$ cat config.mk
export PLATFORM = sky130hd
export DESIGN_NAME = midi_sustain_note_tracker
export DESIGN_NICKNAME = d
export VERILOG_FILES = /design/src/hw/rtl/msnt_pkg.sv /design/src/hw/rtl/midi_sustain_note_tracker.sv /design/src/hw/rtl/msnt_tracker.sv /design/src/hw/rtl/msnt_result_queue.sv
export SDC_FILE = /design/constraint.sdc
export NUM_CORES = 1
export LEC_CHECK = 0
export ABC_CLOCK_PERIOD_IN_PS = 7400
export BUFFER_PORTS_ARGS = -buffer_cell sky130_fd_sc_hd__buf_2
export CAP_MARGIN = 20
export CORE_MARGIN = 2
export CORE_UTILIZATION = 45
export DETAILED_ROUTE_END_ITERATION = 10
export PLACE_DENSITY = 0.62
export SLEW_MARGIN = 30
export SYNTH_ARGS = -nofsm -noshare
export SYNTH_HDL_FRONTEND = slang
export SYNTH_SLANG_ARGS = --single-unit
export TNS_END_PERCENT = 5
$ cat constraint.sdc
create_clock -name clk -period 7.4 [get_ports clk]
set_clock_uncertainty 0.1 [all_clocks]
set_input_delay 0 -clock clk [delete_from_list [all_inputs] [get_ports clk]]
set_output_delay 0 -clock clk [all_outputs]
set_load 0.01 [all_outputs]
$ cat src/hw/rtl/msnt_pkg.sv
// ----------------------------------------------------------------------------
// msnt_pkg
// Shared types, codes and sizes of the sustain pedal note tracker.
// ----------------------------------------------------------------------------
`default_nettype none

package msnt_pkg;

	localparam int KEY_COUNT   = 128;
	localparam int GROUP_BITS  = 64;
	localparam int KEY_BITS    = 2 * GROUP_BITS;
	localparam int QUEUE_DEPTH = 4;
	localparam int QPTR_W      = $clog2(QUEUE_DEPTH);
	localparam int QCNT_W      = $clog2(QUEUE_DEPTH + 1);

	localparam logic [1:0] MIN_LENGTH = 2'd3;

	localparam logic [3:0] CMD_NOTE_OFF = 4'h8;
	localparam logic [3:0] CMD_NOTE_ON  = 4'h9;
	localparam logic [3:0] CMD_CONTROL  = 4'hB;

	localparam logic [1:0] CFG_SUSTAIN_THRESHOLD  = 2'd0;
	localparam logic [1:0] CFG_SUSTAIN_CONTROLLER = 2'd1;
	localparam logic [1:0] CFG_REVERB_CONTROLLER  = 2'd2;

	localparam logic [6:0] RST_SUSTAIN_THRESHOLD  = 7'd64;
	localparam logic [6:0] RST_SUSTAIN_CONTROLLER = 7'd64;
	localparam logic [6:0] RST_REVERB_CONTROLLER  = 7'd91;

	typedef enum logic [2:0] {
		ACT_NOTE_ON  = 3'd0,
		ACT_NOTE_OFF = 3'd1,
		ACT_REVERB   = 3'd2,
		ACT_CC       = 3'd3,
		ACT_RELEASE  = 3'd4
	} action_t;

	typedef struct packed {
		logic [7:0] status_byte;
		logic [7:0] first_data;
		logic [7:0] second_data;
		logic [1:0] message_length;
	} item_t;

	typedef struct packed {
		logic [6:0] sustain_threshold;
		logic [6:0] sustain_controller;
		logic [6:0] reverb_controller;
	} cfg_t;

	typedef struct packed {
		action_t                 action;
		logic [6:0]              key_or_controller;
		logic [6:0]              level;
		logic                    group_upper;
		logic [GROUP_BITS-1:0]   release_mask;
		logic                    last_result;
	} result_t;

	typedef struct packed {
		logic    push_a;
		logic    push_b;
		result_t res_a;
		result_t res_b;
	} emit_t;

endpackage

`default_nettype wire

$ cat src/hw/rtl/midi_sustain_note_tracker.sv
// path: a request passes through the input register and then the result queue
// throughput: one request per cycle while the queue has room; a pedal release
//   gives two results, and the output paces them at one per cycle unless stalled
// reset: asynchronous, clears pedal flag, both key sets and the result queue;
//   configuration registers return to 64 / 64 / 91
// ----------------------------------------------------------------------------
// midi_sustain_note_tracker
// One-channel MIDI message decoder with sustain pedal key tracking.
// ----------------------------------------------------------------------------
`default_nettype none

module midi_sustain_note_tracker (
	input  wire                               clk,
	input  wire                               arst_n,
	input  wire                               cfg_we,
	input  wire  [1:0]                        cfg_index,
	input  wire  [6:0]                        cfg_data,
	input  wire                               in_valid,
	output logic                              in_stall,
	input  wire  [7:0]                        status_byte,
	input  wire  [7:0]                        first_data,
	input  wire  [7:0]                        second_data,
	input  wire  [1:0]                        message_length,
	output logic                              out_valid,
	input  wire                               out_stall,
	output msnt_pkg::action_t                 action,
	output logic [6:0]                        key_or_controller,
	output logic [6:0]                        level,
	output logic                              group_upper,
	output logic [msnt_pkg::GROUP_BITS-1:0]   release_mask,
	output logic                              last_result
);
	import msnt_pkg::*;

	cfg_t    cfg_q;
	item_t   item_s1;
	logic    valid_s1;
	logic    room;
	logic    commit;
	logic    accept;
	emit_t   emit;
	result_t head;

	always_ff @(posedge clk or negedge arst_n) begin
		if (!arst_n) begin
			cfg_q.sustain_threshold  <= RST_SUSTAIN_THRESHOLD;
			cfg_q.sustain_controller <= RST_SUSTAIN_CONTROLLER;
			cfg_q.reverb_controller  <= RST_REVERB_CONTROLLER;
		end else if (cfg_we) begin
			unique case (cfg_index)
				CFG_SUSTAIN_THRESHOLD:  cfg_q.sustain_threshold  <= cfg_data;
				CFG_SUSTAIN_CONTROLLER: cfg_q.sustain_controller <= cfg_data;
				CFG_REVERB_CONTROLLER:  cfg_q.reverb_controller  <= cfg_data;
				default: ;
			endcase
		end
	end

	always_comb begin
		commit   = valid_s1 && room;
		in_stall = valid_s1 && !room;
		accept   = in_valid && !in_stall;
	end

	always_ff @(posedge clk or negedge arst_n) begin
		if (!arst_n) begin
			valid_s1 <= 1'b0;
		end else if (accept) begin
			valid_s1 <= 1'b1;
		end else if (commit) begin
			valid_s1 <= 1'b0;
		end
	end

	always_ff @(posedge clk) begin
		if (accept) begin
			item_s1.status_byte    <= status_byte;
			item_s1.first_data     <= first_data;
			item_s1.second_data    <= second_data;
			item_s1.message_length <= message_length;
		end
	end

	msnt_tracker u_tracker (
		.clk    (clk),
		.arst_n (arst_n),
		.commit (commit),
		.item   (item_s1),
		.cfg    (cfg_q),
		.emit   (emit)
	);

	msnt_result_queue u_queue (
		.clk       (clk),
		.arst_n    (arst_n),
		.emit      (emit),
		.room      (room),
		.out_valid (out_valid),
		.out_stall (out_stall),
		.head      (head)
	);

	always_comb begin
		action            = head.action;
		key_or_controller = head.key_or_controller;
		level             = head.level;
		group_upper       = head.group_upper;
		release_mask      = head.release_mask;
		last_result       = head.last_result;
	end

endmodule

`default_nettype wire

$ cat src/hw/rtl/msnt_tracker.sv
// ----------------------------------------------------------------------------
// msnt_tracker
// Message decode, sustain flag and held / sustained key sets.
// ----------------------------------------------------------------------------
`default_nettype none

module msnt_tracker (
	input  wire                 clk,
	input  wire                 arst_n,
	input  wire                 commit,
	input  wire msnt_pkg::item_t item,
	input  wire msnt_pkg::cfg_t  cfg,
	output msnt_pkg::emit_t     emit
);
	import msnt_pkg::*;

	logic                sustain_q;
	logic [KEY_BITS-1:0] held_q;
	logic [KEY_BITS-1:0] sustained_q;

	logic                sustain_d;
	logic [KEY_BITS-1:0] held_d;
	logic [KEY_BITS-1:0] sustained_d;
	logic [KEY_BITS-1:0] key_bit;
	logic [KEY_BITS-1:0] pending;
	logic [3:0]          cmd;
	logic [6:0]          d1;
	logic [6:0]          d2;
	logic                in_range;
	result_t             res_a;
	result_t             res_b;
	logic                push_a;
	logic                push_b;

	always_comb begin
		cmd       = item.status_byte[7:4];
		d1        = item.first_data[6:0];
		d2        = item.second_data[6:0];
		in_range  = {1'b0, d1} < 8'(KEY_COUNT);
		key_bit   = KEY_BITS'(1) << d1;
		pending   = sustained_q & ~held_q;
		sustain_d   = sustain_q;
		held_d      = held_q;
		sustained_d = sustained_q;
		push_a    = 1'b0;
		push_b    = 1'b0;
		res_a     = '0;
		res_b     = '0;
		res_a.last_result = 1'b1;

		if (item.message_length == MIN_LENGTH) begin
			case (cmd)
				CMD_NOTE_OFF: begin
					if (!sustain_q) begin
						push_a = 1'b1;
						res_a.action = ACT_NOTE_OFF;
						res_a.key_or_controller = d1;
						if (in_range)
							sustained_d = sustained_q & ~key_bit;
					end
					if (in_range)
						held_d = held_q & ~key_bit;
				end
				CMD_NOTE_ON: begin
					if (in_range) begin
						held_d = held_q | key_bit;
						if (sustain_q)
							sustained_d = sustained_q | key_bit;
					end
					push_a = 1'b1;
					res_a.action = ACT_NOTE_ON;
					res_a.key_or_controller = d1;
					res_a.level = d2;
				end
				CMD_CONTROL: begin
					if (d1 == cfg.sustain_controller) begin
						if (d2 >= cfg.sustain_threshold) begin
							sustain_d   = 1'b1;
							sustained_d = sustained_q | held_q;
						end else begin
							sustain_d   = 1'b0;
							sustained_d = '0;
							push_a = 1'b1;
							push_b = 1'b1;
							res_a.action = ACT_RELEASE;
							res_a.release_mask = pending[GROUP_BITS-1:0];
							res_a.last_result = 1'b0;
							res_b.action = ACT_RELEASE;
							res_b.group_upper = 1'b1;
							res_b.release_mask = pending[KEY_BITS-1:GROUP_BITS];
							res_b.last_result = 1'b1;
						end
					end else begin
						push_a = 1'b1;
						res_a.action = (d1 == cfg.reverb_controller) ? ACT_REVERB : ACT_CC;
						res_a.key_or_controller = d1;
						res_a.level = d2;
					end
				end
				default: ;
			endcase
		end

		emit.push_a = push_a & commit;
		emit.push_b = push_b & commit;
		emit.res_a  = res_a;
		emit.res_b  = res_b;
	end

	always_ff @(posedge clk or negedge arst_n) begin
		if (!arst_n) begin
			sustain_q   <= 1'b0;
			held_q      <= '0;
			sustained_q <= '0;
		end else if (commit) begin
			sustain_q   <= sustain_d;
			held_q      <= held_d;
			sustained_q <= sustained_d;
		end
	end

endmodule

`default_nettype wire

$ cat src/hw/rtl/msnt_result_queue.sv
// ----------------------------------------------------------------------------
// msnt_result_queue
// Small result queue taking up to two results a cycle, handing out one while out_stall is low.
// ----------------------------------------------------------------------------
`default_nettype none

module msnt_result_queue (
	input  wire                        clk,
	input  wire                        arst_n,
	input  wire msnt_pkg::emit_t       emit,
	output logic                       room,
	output logic                       out_valid,
	input  wire                        out_stall,
	output msnt_pkg::result_t          head
);
	import msnt_pkg::*;

	result_t             entry_q [QUEUE_DEPTH];
	logic [QPTR_W-1:0]   wr_ptr_q;
	logic [QPTR_W-1:0]   rd_ptr_q;
	logic [QCNT_W-1:0]   count_q;
	logic                pop;
	logic [QCNT_W-1:0]   n_push;
	logic [QPTR_W-1:0]   wr_next;

	always_comb begin
		out_valid = count_q != '0;
		head      = entry_q[rd_ptr_q];
		pop       = out_valid && !out_stall;
		room      = count_q <= QCNT_W'(QUEUE_DEPTH - 2);
		n_push    = QCNT_W'(emit.push_a) + QCNT_W'(emit.push_b);
		wr_next   = wr_ptr_q + QPTR_W'(1);
	end

	always_ff @(posedge clk) begin
		if (emit.push_a)
			entry_q[wr_ptr_q] <= emit.res_a;
		if (emit.push_b)
			entry_q[wr_next] <= emit.res_b;
	end

	always_ff @(posedge clk or negedge arst_n) begin
		if (!arst_n) begin
			wr_ptr_q <= '0;
			rd_ptr_q <= '0;
			count_q  <= '0;
		end else begin
			wr_ptr_q <= wr_ptr_q + QPTR_W'(n_push);
			if (pop)
				rd_ptr_q <= rd_ptr_q + QPTR_W'(1);
			count_q <= count_q + n_push - QCNT_W'(pop);
		end
	end

endmodule

`default_nettype wire

==> qor.yml, run 1 <==
yosys.area_share.simple: 0.1152
die_h_um: 268.2
critPathBufInv: 4
power.switching_uw: 2793
maxSlewHeadroom: 0.2295
comb_power_share: 0.208
drt-pass1-iter-count: 7
core_um2: 68830
place_hpwl_um: 61070
via_per_inst: 6.330
period_minus_slack_ns: 5.463
final_util: 0.5160
slew_violations: 0
synth-main-ff-cell: "edfxtp_1"
routed_wl_um: 101400
tightest_slew_ns: 1.152
hold_path_class: "input pin to flop"
cts.clk_slew.worst_paths_ns: 0.06
synth.avg_cell_area_um2: 11.01
p_per_area_nw_per_um2: 259.8
cp_max_fo: 40
internal_power_uw: 6435
grt_pass1_wl_um: 152000
track_usage: 0.2810
cap_violations: 0
synth-seq-cells: 638
dpl_worst_slack_ns: 2.101
cts_setup_buffers: 0
cts_buffer_depth: 3
io_pins: 125
synth_cells: 2852
critPathSlowestCell: "and3b_2"
drc: 0
synthAdderAreaFrac: 0.005419
vdd_ir_drop_max_v: 0.0001962
grt_pass1_vias: 24824
tns_ns: 0
syn_nets: 2905
htree_levels: 3
fin_ws_ns: 1.937
yosysTopAreaCell: "edfxtp_1"
finalHoldViolCount: 0
antenna_found_initial: 3
synthTopCellsByArea: "edfxtp_1 (28%), dfrtp_1 (22%), a22oi_1 (8.3%)"
place_area_um2: 32740
synth_xor_area_frac: 0.005857
netlist_area_um2: 31400
cts_buffers: 68
criticalPathCategory: "flop to flop"
synth_compound_gate_area_share: 0.1612
synth_mux_area_frac: 0.1312
drive_gt1_frac: 0.1825
ys_seq_area_frac: 0.5444
drt_iter0_markers: 3195
grt.overflow.total: 0
synth_edf_count: 288
final_area_um2: 35510
die_area_um2: 71920
min_period_over_period: 0.7383
max_freq_ghz: 0.1830
cts_sinks: 638
power_frac_seq: 0.424
sw_frac_of_total: 0.3027
place_congestion: 0.8777
synth_cell_types: 54
worstSetupStartpointType: "flop"
io_buffers: 118
async_flop_share: 0.4483
end_kind: "flop"
cts_tree: "built"
antenna_left: 0
num_vias: 24660
path_delay_family: "simple AND/OR/NAND/NOR gates"
die_x_um: 268.2
grt_setup_unrepaired: "false"
clock_power_share: 0.368
max_stage_delay_ns: 0.82
setup_viol: 0
cts-root-buf: "clkbuf_16"
cpMostUsedCell: "buf_4"
final_nets: 2966
row_count: 96
syn_to_final_growth_pct: 13.08
yosys_warnings: 0
critical_path.cell_chain: "buf_4, and3b_2, and2_1, buf_4, nand4_1, nor3b_2, buf_4, or2_4, buf_4"
drt-wirelength-per-cell_um: 26.02
yosys.area.top_type_share: 0.2754
grt_max_degree: 148
status: "completed"
p_leak_uw: 0.01262
yosysMostFrequentCell: "nor2_1"
initial_core_util: 0.4563
synth_top_family_by_area: "compound AO/OA/AOI/OAI gates"
crit_arrival_ns: 5.59
cp_data_required_time_ns: 7.53
worst_skew_pair.late_latency_ns: 0.62
synth_commonest_cells: "nor2_1 (493), a22oi_1 (347), edfxtp_1 (288), dfrtp_1 (279), o21ai_0 (219)"
## worst register-to-register path, stage by stage (launching register included)
cell and delay [ns]:
edfxtp_1 0.33, buf_4 0.43, and3b_2 0.82, and2_1 0.30
buf_4 0.50, nand4_1 0.49, nor3b_2 0.27, buf_4 0.50
or2_4 0.67, buf_4 0.64
## what timing repair did
| item | in CTS | in global routing |
|---|---|---|
| hold buffers | 55 | 0 |
| endpoints found under the hold margin | 166 | 0 |
| gates resized for setup | 0 | 0 |
## logic make-up (layout without fill, tap and decap cells)
kind of cell               after synthesis  in the layout
muxes                                  290            290
xor gates and xnor gates                21             21
DFF                                    638            638
other                                    0              1
AOI/OAI and AO/OA                      808            808
buffers and inverters                  265            377
and+or+nand+nor                        817            817
adders and majority gates               13             13
## cells in the final DEF (no fill, tap or decap), drive strengths merged, types with 12 or more instances in the layout
cell         synthesis  final
dfxtp               64     64
a22oi              347    347
mux2i               64     64
a21oi              165    165
o21ai              228    228
nor3                23     23
dfrtp              279    279
ha                  12     12
mux4                83     83
nor2b              136    136
dlygate4sd3          0     54
edfxtp             288    288
clkbuf             132     95
nor2               493    493
xnor2               14     14
nand2               96     96
clkinv               0     15
mux2               143    143
buf                109    178
inv                 24     27
o22ai               34     34
and2                17     17
nand3               15     15
## through the flow
stage	total power (uW)	cells	hold WS, ns
final	9228	3896	0.02978
after CTS	9255	3894	0.004897
after floorplan	5039	2852	-0.3956
after global placement	5840	3717	-0.08863
after detailed placement	5856	3718	-0.08999
after global routing	9532	3895	0.03182
## power by group through the flow
stage,combinational (uW),clock [uW],sequential (uW)
after global routing,2030,3570,3920
final,1920,3400,3910
after CTS,1900,3440,3910
after floorplan,1170,0,3870
after detailed placement,1870,0,3980
after global placement,1860,0,3980
## final cells by class
cell class / instances / area (um^2)
fill: 5900 / 33310
sequential: 638 / 17100
multi-input combinational: 1949 / 13340
clock buffer: 95 / 1844
timing repair buffer: 232 / 1659
tap: 931 / 1165
clock inverter: 26 / 309.0
inverter: 24 / 90.09
antenna: 1 / 2.502
## metal layers
layer / up-vias / wire length, um / share of wire / global-route usage
met5: - / 27 / 0.00027 / 0
met4: 4 / 4604 / 0.045 / 0.1362
met3: 252 / 8545 / 0.084 / 0.05077
met2: 1358 / 47910 / 0.47 / 0.4509
met1: 12436 / 40300 / 0.40 / 0.3693
li1: 10610 / - / - / -
## path summary, 6_finish.rpt
kind                                        startpoint                         to  slack (ns)  cells past startpoint
worst max-delay path                       item_s1[22]     u_queue.entry_q[3][63]        1.94                      9
max in group asynchronous                       arst_n  u_tracker.sustained_q[57]        5.89                      4
min in group asynchronous                       arst_n                  cfg_q[20]        0.41                      3
worst min register to register  u_queue.entry_q[2][66]     u_queue.entry_q[2][66]        0.39                      2
worst max register to register             item_s1[22]     u_queue.entry_q[3][63]        1.94                      9
worst min-delay path                     first_data[3]                item_s1[13]        0.03                      2
Note: power is estimated with default switching activity, not from simulation.
==> run 2, diff against run 1 <==
ABC_CLOCK_PERIOD_IN_PS = 5650   (was 7400)
clock period = 5.65 ns   (was 7.4 ns; I/O delays follow)
==> run 2 against run 1 <==
Effect of this change: cell area is 0.52% higher; via count grew 0.56%; die area unchanged; register-to-register slack got worse by 0.64 ns; highest routed layer unchanged; critical path type unchanged; setup slack worse by 0.64 ns; worst hold slack got worse by 0.0023 ns; sequential share of layout area down 0.25 points; wire length up 0.39%.
==> qor.yml, run 2 (same netlist as run 1, synthesis figures left out) <==
final_nets: 2979  # +0.44%
via_per_inst: 6.344  # +0.23%
place_hpwl_um: 61760  # +1.1%
cap_violations: 0  # unchanged
cts_setup_buffers: 0  # unchanged
p_leak_uw: 0.01270  # +0.66%
track_usage: 0.2828  # +0.001782
p_per_area_nw_per_um2: 336.5  # +29%
syn_to_final_growth_pct: 13.67
cts_buffers: 68  # unchanged
io_pins: 125  # unchanged
end_kind: "flop"
num_vias: 24798  # +0.56%
maxSlewHeadroom: 0.3460  # +0.1165
hold_path_class: "input pin to flop"
criticalPathCategory: "flop to flop"
tns_ns: 0  # unchanged
core_um2: 68830  # unchanged
die_h_um: 268.2  # unchanged
cts.clk_slew.worst_paths_ns: 0.06  # about the same
drt_iter0_markers: 3237  # +1.3%
grt_pass1_vias: 24569  # -1.0%
routed_wl_um: 101800  # +0.39%
initial_core_util: 0.4563  # unchanged
place_congestion: 0.8742  # -0.40%
vdd_ir_drop_max_v: 0.0002788  # +42%
htree_levels: 3  # unchanged
cp_max_fo: 49  # +23%
crit_arrival_ns: 4.70  # -0.89 ns
io_buffers: 118  # unchanged
grt_pass1_wl_um: 153300  # +0.84%
status: "completed"
finalHoldViolCount: 0  # unchanged
cts_tree: "built"
fillers: 5938  # +0.64%
mostFrequentLayoutCells: "nor2_1 (489), a22oi_1 (347), edfxtp_1 (288)"
max_freq_ghz: 0.2299  # +26%
grt.overflow.total: 0  # unchanged
drive_gt1_frac: 0.1817  # -0.0008581
place_area_um2: 32910  # +0.51%
final_cell_count_no_fill: 3909  # +0.33%
diodes: 0  # -1
drc: 0  # unchanged
antenna_found_initial: 1  # -2
drt-wirelength-per-cell_um: 26.04  # about the same
setup_viol: 0  # unchanged
final_area_um2: 35700  # +0.52%
cts_sinks: 638  # unchanged
layout_commonest_cell: "nor2_1"
worstSetupStartpointType: "flop"
cts-resized-gates: 0  # unchanged
cp_data_required_time_ns: 6.00  # -1.53 ns
antenna_left: 0  # unchanged
grt_setup_unrepaired: "false"
drt-pass1-iter-count: 7  # unchanged
die_area_um2: 71920  # unchanged
cts_buffer_depth: 3  # unchanged
cts-root-buf: "clkbuf_16"
tightest_slew_ns: 0.9736  # -0.1780 ns
row_count: 96  # unchanged
post-place-cells: 3725  # +0.19%
die_x_um: 268.2  # unchanged
period_minus_slack_ns: 4.349  # -1.114 ns
grt_max_degree: 169  # +14%
slew_violations: 0  # unchanged
min_period_over_period: 0.7698  # +0.03154
worst_skew_pair.late_latency_ns: 0.62  # about the same
[run 2: layer usage]
| layer | up-vias | track usage | part of all wire |
|---|---|---|---|
| li1 | 10634 | - | - |
| met4 | 2 | 0.1202 | 0.041 |
| met5 | - | 0 | 0.000069 |
| met1 | 12623 | 0.3782 | 0.40 |
| met2 | 1303 | 0.4521 | 0.47 |
| met3 | 236 | 0.05333 | 0.086 |
[run 2: path summary, 6_finish.rpt]
path | from | to | slack [ns] | cells past startpoint
min in group asynchronous | arst_n | cfg_q[20] | 0.40 | 3
min | status_byte[5] | item_s1[23] | 0.03 | 2
max in group asynchronous | arst_n | asynchronous set/reset pin | 3.98 | 5
min reg2reg | u_queue.entry_q[2][77] | u_queue.entry_q[2][77] | 0.39 | 2
max reg2reg | item_s1[22] | u_queue.entry_q[1][28] | 1.30 | 9
max | item_s1[22] | u_queue.entry_q[1][28] | 1.30 | 9
[run 2: cell type report]
type | count | area [um^2] | area share
clock inverters | 19 | 162.7 | 0.004557
multi-input cells | 1949 | 13330 | 0.3734
flip-flops and latches | 638 | 17100 | 0.4791
repair buffers | 245 | 1871 | 0.05240
clock buffers | 103 | 1977 | 0.05538
well taps | 931 | 1165 | 0.03263
inverters | 24 | 90.09 | 0.002524
[run 2: critical path: stages (launching register included)]
cell	delay (ns)
edfxtp_1	0.32
buf_4	0.30
and3b_2	0.75
and2_1	0.38
nand4_1	0.34
nor4_2	0.29
buf_4	0.54
buf_4	0.75
a22oi_1	0.20
nor2_1	0.15
[run 2: power by group]
| part | leakage (uW) | switching [uW] | internal (uW) | total, uW |
|---|---|---|---|---|
| clock | 0.00104 | 1850 | 2550 | 4390 |
| combinational | 0.00457 | 1550 | 899 | 2450 |
| sequential | 0.00709 | 230 | 4940 | 5170 |
| total | 0.0127 | 3620 | 8390 | 12000 |
[run 2: repair_timing]
action,CTS,global route
hold buffers,62,0
endpoints found under the hold margin,214,0
setup endpoints to repair,0,0
[run 2: metrics by stage]
stage / worst slack (ns) / hold slack [ns] / total power [uW] / utilization
after global placement: 1.528 / -0.03976 / 7626 / 0.4771
after global routing: 1.086 / 0.02729 / 12390 / 0.5187
after CTS: 1.430 / 0.0009379 / 12050 / 0.5185
after floorplan: 2.407 / -0.3956 / 6599 / -
after detailed placement: 1.461 / -0.03369 / 7655 / 0.4781
final: 1.301 / 0.02750 / 12010 / 0.5187
